$ cat src/design/tlpt_pkg.sv
// Shared constants and control types for the two-level page table manager.
`timescale 1ns / 1ps

package tlpt_pkg;

   localparam int DIR_ENTRIES   = 1024;
   localparam int TABLE_ENTRIES = 1024;
   localparam int DIR_IDX_W     = 10;
   localparam int TBL_IDX_W     = 10;

   // Request codes.
   localparam logic [2:0] REQ_MAP_4K   = 3'd0;
   localparam logic [2:0] REQ_MAP_4M   = 3'd1;
   localparam logic [2:0] REQ_UNMAP    = 3'd2;
   localparam logic [2:0] REQ_XLATE    = 3'd3;
   localparam logic [2:0] REQ_SET_WR   = 3'd4;

   // Status codes.
   localparam logic [2:0] ST_OK         = 3'd0;
   localparam logic [2:0] ST_NOT_READY  = 3'd1;
   localparam logic [2:0] ST_MISALIGNED = 3'd2;
   localparam logic [2:0] ST_NO_TABLE   = 3'd3;
   localparam logic [2:0] ST_ABSENT     = 3'd4;

   // Entry flag bits.
   localparam logic [31:0] E_PRESENT  = 32'h0000_0001;
   localparam logic [31:0] E_WRITABLE = 32'h0000_0002;
   localparam logic [31:0] E_HUGE     = 32'h0000_0080;

   // Commands from the controller to the datapath.
   typedef struct packed {
      logic clear;      // clearing pass: zero one pool entry and one directory entry
      logic accept;     // latch request, read directory
      logic tbl_issue;  // read second-level table entry
      logic commit;     // write back and load the response register
   } dp_cmd_type;

   // Status from the datapath to the controller.
   typedef struct packed {
      logic clear_last; // last entry of the clearing pass
      logic out_free;   // response register can take a new result
   } dp_sts_type;

endpackage

$ cat src/design/tlpt_ctrl.sv
// Sequencing state machine of the page table manager.
`timescale 1ns / 1ps

module tlpt_ctrl (
   input  logic                   clock,
   input  logic                   reset,
   input  logic                   req_valid,
   output logic                   req_ready,
   input  tlpt_pkg::dp_sts_type   sts,
   output tlpt_pkg::dp_cmd_type   cmd
);

   typedef enum logic [3:0] {
      S_CLEAR = 4'b0001,
      S_IDLE  = 4'b0010,
      S_DIR   = 4'b0100,
      S_TBL   = 4'b1000
   } state_type;

   state_type state_ff, state_in;

   always_comb begin
      state_in = state_ff;
      cmd      = '0;
      req_ready = 1'b0;
      unique case (state_ff)
         S_CLEAR: begin
            cmd.clear = 1'b1;
            if (sts.clear_last) begin
               state_in = S_IDLE;
            end
         end
         S_IDLE: begin
            req_ready  = 1'b1;
            cmd.accept = req_valid;
            if (req_valid) begin
               state_in = S_DIR;
            end
         end
         S_DIR: begin
            cmd.tbl_issue = 1'b1;
            state_in      = S_TBL;
         end
         S_TBL: begin
            // Hold here while the previous response is still waiting.
            cmd.commit = sts.out_free;
            if (sts.out_free) begin
               state_in = S_IDLE;
            end
         end
         default: begin
            state_in = S_CLEAR;
         end
      endcase
   end

   always_ff @(posedge clock) begin
      if (reset) begin
         state_ff <= S_CLEAR;
      end else begin
         state_ff <= state_in;
      end
   end

endmodule

$ cat config.mk
export PLATFORM = sky130hd
export DESIGN_NAME = tlpt_ctrl
export DESIGN_NICKNAME = d
export VERILOG_FILES = /design/src/design/tlpt_pkg.sv /design/src/design/tlpt_ctrl.sv
export SDC_FILE = /design/constraint.sdc
export NUM_CORES = 1
export LEC_CHECK = 0
export ABC_AREA = 1
export BUFFER_PORTS_ARGS = -buffer_cell sky130_fd_sc_hd__buf_2
export CAP_MARGIN = 10
export CORE_AREA = 2 2 39 41
export DETAILED_ROUTE_END_ITERATION = 10
export DIE_AREA = 0 0 41 43
export GPL_TIMING_DRIVEN = 0
export PLACE_DENSITY = 0.37
export SETUP_SLACK_MARGIN = 0.05
export SLEW_MARGIN = 5
export SYNTH_ARGS = -nofsm -noshare
export SYNTH_HDL_FRONTEND = slang
export SYNTH_SLANG_ARGS = --single-unit
$ cat constraint.sdc
create_clock -name clock -period 1.2 [get_ports clock]
set_input_delay 0.18 -clock clock [delete_from_list [all_inputs] [get_ports clock]]
set_output_delay 0.18 -clock clock [all_outputs]
set_load 0.02 [all_outputs]
[Word level (Yosys, flattened, before mapping)]
Index checks and enable logic that the tools add are counted.
Operators by class
  equality and inequality tests: 7
  reductions and logical operators: 1
  mux-type cells: 9
Operator list (number)
  $pmux W4 S4: 1
  $mux W4: 3
  $ne A2 B2 Y1 const B: 3
  $mux W1: 5
  $eq A4 B1 Y1 const B: 1
  $eq A4 B2 Y1 const B: 1
  $eq A4 B3 Y1 const B: 1
  $eq A4 B4 Y1 const B: 1
  $reduce_and A3 Y1: 1
Storage, ports and cells
  flip-flop bits (word level): 4
  logic and storage cells: 18
  input port bits: 5
  output and inout port bits: 5

[Longest topological paths before layout]
Gate-level depths: netlist (run 1).
  word-level depth: 3
  mapped depth: 6
  mapped depth without buffers: 6

[Worst setup path before layout (run 1)]
Ideal clock, no wire load.
  path kind: flip-flop to output port
  start: register state_ff[2]
  end: output cmd[2] in the netlist's numbering
  required time: 1.020 ns
  buffers on the path: 0
  data arrival time: 0.906 ns
  setup slack: 0.114 ns
  cell stages (with the launch flop): 4
  path through: dfxtp_1 > nor2_2 > nand2_1 > nor2_1
RTL lines
  start, declared: RTL line tlpt_ctrl.sv:20  | state_type state_ff, state_in;
  start signal, assigned: RTL line tlpt_ctrl.sv:61  | state_ff <= state_in;
  end, declared: RTL line tlpt_ctrl.sv:10  | output tlpt_pkg::dp_cmd_type cmd

==> flow_metrics.env, run 1 <==
export IMPL_drtAntennaViolNets=0
export IMPL_drt_iter0_markers=9
export IMPL_ir_worst_vdd_uv=417
export IMPL_gr_total_overflow=0
export IMPL_cp_arrival_ps=1040
export IMPL_min_path_cells=2
export IMPL_post_drt_via_cell_ratio=4.00
export IMPL_area_growth_pct=105
export IMPL_fin_area_sq_um=502
export IMPL_syn_inst=37
export IMPL_grtUsageTotal_pct=9.93
export IMPL_dpl_hpwl_microns=440
export IMPL_stdcell_count=78
export IMPL_tightest_slew_ps=135
export IMPL_rr_worst_depth=7
export IMPL_r2r_start="state_ff[2]"
export IMPL_top_register="state_ff"
export IMPL_cp_required_ps=1020
export IMPL_reg_top3="state_ff: 4 flops"
export IMPL_max_freq_mhz=817
export IMPL_yosys_warnings=0
export IMPL_min_period_ps=1220
export IMPL_root_buffer="clkbuf_4"
export IMPL_ys_ff_latch=4
export IMPL_path_clk_slew_ps=30
export IMPL_drc_errors=0
export IMPL_core_area_sq_um=1380
export IMPL_reg2reg_to="state_ff[0]"
export IMPL_fin_nets=69
export IMPL_dp_cells=62
export IMPL_wl_microns=670
export IMPL_diodes=0
export IMPL_cts_tree="done"
export IMPL_largest_reg_flops=4
export IMPL_leakage_nw=0.264
export IMPL_h_tree_depth=1
export IMPL_place_ws_ps=73.3
export IMPL_hold_path_end="state_ff[2]"
export IMPL_syn_num_nets=42
export IMPL_chipWidth_microns=41
export IMPL_layout_drive_gt1_share_pct=74.2
export IMPL_rrSetupSlack_ps=10
export IMPL_p_total_mw=0.576
export IMPL_slew_headroom_pct=91.0
export IMPL_netlist_cell_type_count=10
export IMPL_fp_row_count=14
export IMPL_grt_max_degree=5
export IMPL_path_max_fanout=3
export IMPL_syn_area_per_cell_sq_um=6.63
export IMPL_die_area_sq_um=1760
export IMPL_maxSlewViolCount=0
export IMPL_cts_sinks=4
export IMPL_setup_ws_ps=-24.1
export IMPL_cp_end_kind="primary output"
export IMPL_min_path_type="primary input to flop"
export IMPL_fin_skew_ps=0.230
export IMPL_ioPinCount=10
export IMPL_cts_made_buffers=3
export IMPL_violations="setup timing"
export IMPL_port_buffers=9
export IMPL_grt_pass1_vias=293
export IMPL_power_density_nw_per_um2=1150
export IMPL_die_y_microns=43
export IMPL_clockBufferDepth=2
export IMPL_drtPass1Iterations=4
export IMPL_antenna_found_initial=0
export IMPL_final_hold_violation_count=0
export IMPL_report_final_setup_viol=2
export IMPL_initial_core_util_pct=17.7
export IMPL_worst_setup_path_type="flop to primary output"
export IMPL_syn_area_sq_um=245
export IMPL_startpoint_type="flop"
export IMPL_wl_per_cell_microns=8.59
export IMPL_clk_latency_ps=230
export IMPL_gp_congestion=0.712
export IMPL_grt_pass1_wl_microns=1120
export IMPL_layout_worst_path_cycle_share_pct=102
export IMPL_hold_buffers=0
export IMPL_min_delay_start="reset"
export IMPL_rsz0062_at_grt="yes"
export IMPL_status="complete, but fails checks"
export IMPL_ys_seq_area_share_pct=32.7
export IMPL_dr_total_vias=312
export IMPL_maxCapViolCount=0
export IMPL_dpl_cell_area_sq_um=310
## layout make-up
type	count	area (sq um)
Tap cell	16	20.0
Sequential cell	4	90.1
Inverter	10	37.5
Timing Repair Buffer	22	166
Clock buffer	3	22.5
Multi-Input combinational cell	23	165
Fill cell	139	882
## layer usage
metal,vias to the layer above,part of all wire [%],track usage [%]
li1,165,-,-
met3,2,6.1,4.71
met5,-,0,0
met4,0,1.2,8.00
met2,12,49,13.8
met1,133,44,10.9
## where the power goes
part | switching, mW | internal, mW
clock network | 0.0516 | 0.112
logic | 0.113 | 0.116
registers | 0.0272 | 0.156
## what timing repair did
item / 4_1_cts / 5_1_grt
hold endpoints to repair: 0 / 0
setup endpoints to repair: 5 / 7
resized for setup: 28 / 0
buffers inserted: 11 / 2
pin swaps: 8 / 6
## worst max path at each step
stage | startpoint | end | slack (ps) | cells after the start
3_3_place_gp | state_ff[2] | cmd[2] | 50 | 4
4_1_cts | state_ff[1] | cmd[2] | -50 | 5
3_5_place_dp | state_ff[2] | cmd[2] | 70 | 4
5_1_grt | state_ff[2] | cmd[2] | -90 | 4
2_1_floorplan | state_ff[2] | cmd[2] | 110 | 3
6_report | state_ff[2] | cmd[2] | -20 | 4
## through the flow
stage | util, % | hold slack [ps] | setup TNS, ps
3_3_place_gp | 22.4 | 386 | 0
3_5_place_dp | 22.4 | 390 | 0
2_1_floorplan | - | 249 | 0
4_1_cts | 35.2 | 135 | -88.8
5_1_grt | 36.3 | 118 | -381
6_report | 36.3 | 136 | -40.0
## cells in the mapped netlist
library cell / number / area share [%]
nand3_2: 3 / 12
nor3_2: 1 / 4.1
nand2_1: 4 / 6.1
a21oi_1: 1 / 2.0
dfxtp_1: 4 / 33
nor2_2: 3 / 7.7
nand3_1: 4 / 8.2
nand4_1: 1 / 2.6
nor2_1: 6 / 9.2
inv_1: 10 / 15
## layout by cell type, fill, tap and decap left out, drive strengths merged
cell and n:
dfxtp 4, inv 10, nand2 4, clkbuf 3, a21oi 1, buf 22
nor2 9, nor3 1, nand3 7, nand4 1
## worst max-delay path, cell delays in order, from the launching register on
cell and delay (ps):
dfxtp_2 340, nor2_4 150, nand2_2 90, nor2_1 90
buf_4 140
## cell families (layout without fill, tap and decap cells)
family                 after synthesis  in the layout  share of synthesized area, %
buffers and inverters               10             35                          15.3
AOI/OAI and AO/OA                    1              1                          2.04
and+or+nand+nor                     22             22                          50.0
DFF                                  4              4                          32.7
No activity file was read; power rests on OpenSTA's default activity.
==> run 2, diff against run 1 <==
- BUFFER_PORTS_ARGS: -buffer_cell sky130_fd_sc_hd__buf_2 -> -buffer_cell sky130_fd_sc_hd__buf_4
- SKIP_CTS_REPAIR_TIMING: not set -> 1
==> run 2 against run 1 <==
Net effect: the run still ends with setup timing left; core utilization fell by 2.4 points; clock power barely moved; hold slack got worse by 20 ps; setup slack got worse by 39 ps; register-to-register slack improved by 200 ps; largest power group unchanged.
==> flow_metrics.env, run 2 (synthesized netlist as in run 1, its figures left out) <==
export IMPL_maxSlewViolCount=0
export IMPL_core_area_sq_um=1380
export IMPL_status="complete, but fails checks"
export IMPL_fin_skew_ps=2.48
export IMPL_worst_setup_path_type="flop to primary output"
export IMPL_r2r_start="state_ff[1]"
export IMPL_cp_arrival_ps=1080
export IMPL_top_register="state_ff"
export IMPL_wl_met2_microns=332
export IMPL_wl_microns=628
export IMPL_ioPinCount=10
export IMPL_final_cell_mix="buf_4, inv_2, nor2_4, nand3_2, inv_1"
export IMPL_gp_congestion=0.753
export IMPL_place_ws_ps=92.0
export IMPL_h_tree_depth=1
export IMPL_drt_iter0_markers=10
export IMPL_ir_worst_vdd_uv=352
export IMPL_setup_ws_ps=-63.2
export IMPL_grt_pass1_vias=226
export IMPL_initial_core_util_pct=17.7
export IMPL_fin_nets=62
export IMPL_min_delay_start="reset"
export IMPL_final_hold_violation_count=0
export IMPL_whs_ps=116
export IMPL_rrSetupSlack_ps=210
export IMPL_root_buffer="clkbuf_4"
export IMPL_cp_required_ps=1020
export IMPL_cts_tree="done"
export IMPL_violations="setup timing"
export IMPL_stdcell_count=71
export IMPL_die_y_microns=43
export IMPL_largest_reg_flops=4
export IMPL_routed_top_layer="met4"
export IMPL_drc_errors=0
export IMPL_drtAntennaViolNets=0
export IMPL_tightest_slew_ps=175
export IMPL_grtUsageTotal_pct=6.92
export IMPL_setup_tns_ps=-125
export IMPL_drt_met1_wl_microns=238
export IMPL_fp_row_count=14
export IMPL_antenna_found_initial=0
export IMPL_clk_latency_ps=240
export IMPL_startpoint_type="flop"
export IMPL_layout_drive_gt1_share_pct=78.2
export IMPL_cts_sinks=4
export IMPL_layout_worst_path_cycle_share_pct=105
export IMPL_grt_max_degree=5
export IMPL_maxCapViolCount=0
export IMPL_reg_top3="state_ff: 4 flops"
export IMPL_die_area_sq_um=1760
export IMPL_dp_cells=62
export IMPL_port_buffers=9
export IMPL_leakage_nw=0.231
export IMPL_cts_made_buffers=3
export IMPL_min_path_type="primary input to flop"
export IMPL_wl_per_cell_microns=8.85
export IMPL_max_freq_mhz=792
export IMPL_dr_total_vias=292
export IMPL_rsz0062_at_grt="yes"
export IMPL_power_density_nw_per_um2=1200
export IMPL_area_growth_pct=91.3
export IMPL_post_drt_via_cell_ratio=4.11
export IMPL_min_period_ps=1260
export IMPL_cp_end_kind="primary output"
export IMPL_critical_path_startpoint="state_ff[3]"
export IMPL_slew_headroom_pct=88.3
export IMPL_path_max_fanout=3
export IMPL_report_final_setup_viol=2
export IMPL_final_common_cell="buf_4"
export IMPL_drtPass1Iterations=4
export IMPL_dpl_hpwl_microns=446
export IMPL_clockBufferDepth=2
export IMPL_path_clk_slew_ps=40
export IMPL_chipWidth_microns=41
export IMPL_grt_pass1_wl_microns=779
export IMPL_wl_met3_microns=45
export IMPL_diodes=0
export IMPL_gr_total_overflow=0
[run 2: through the flow]
step / total power, mW / utilization, % / instance area (sq um)
final: 0.564 / 33.9 / 469
after floorplan: 0.267 / - / 245
after global placement: 0.319 / 24.1 / 333
after global routing: 0.605 / 33.9 / 469
after CTS: 0.487 / 25.7 / 355
after detailed placement: 0.319 / 24.1 / 333
[run 2: worst max-delay path, cell delays in order, from the launching register on]
cell and delay (ps):
dfxtp_2 350, inv_2 60, nor2_4 120, nand2_2 80, nor2_1 100, buf_4 140
[run 2: area by class of cell]
class	count	area, sq um
fill	160	915
clock buffer	3	22.5
inverter	10	37.5
tap	16	20.0
multi-input combinational	23	175
sequential	4	90.1
timing repair buffer	15	124
[run 2: worst paths after layout]
check,to,depth (start not counted)
max,cmd[0],5
min,state_ff[2],2
max reg2reg,state_ff[0],6
min reg2reg,state_ff[0],3
[run 2: routing by layer]
metal | global-route usage, % | vias to the layer above
met5 | 0 | -
met1 | 8.01 | 128
met3 | 1.57 | 2
li1 | - | 150
met2 | 9.06 | 12
met4 | 8.00 | 0
[run 2: where the power goes]
group,switching (mW),internal (mW)
Combinational,0.114,0.103
Clock,0.0520,0.112
Sequential,0.0272,0.156
Total,0.193,0.371
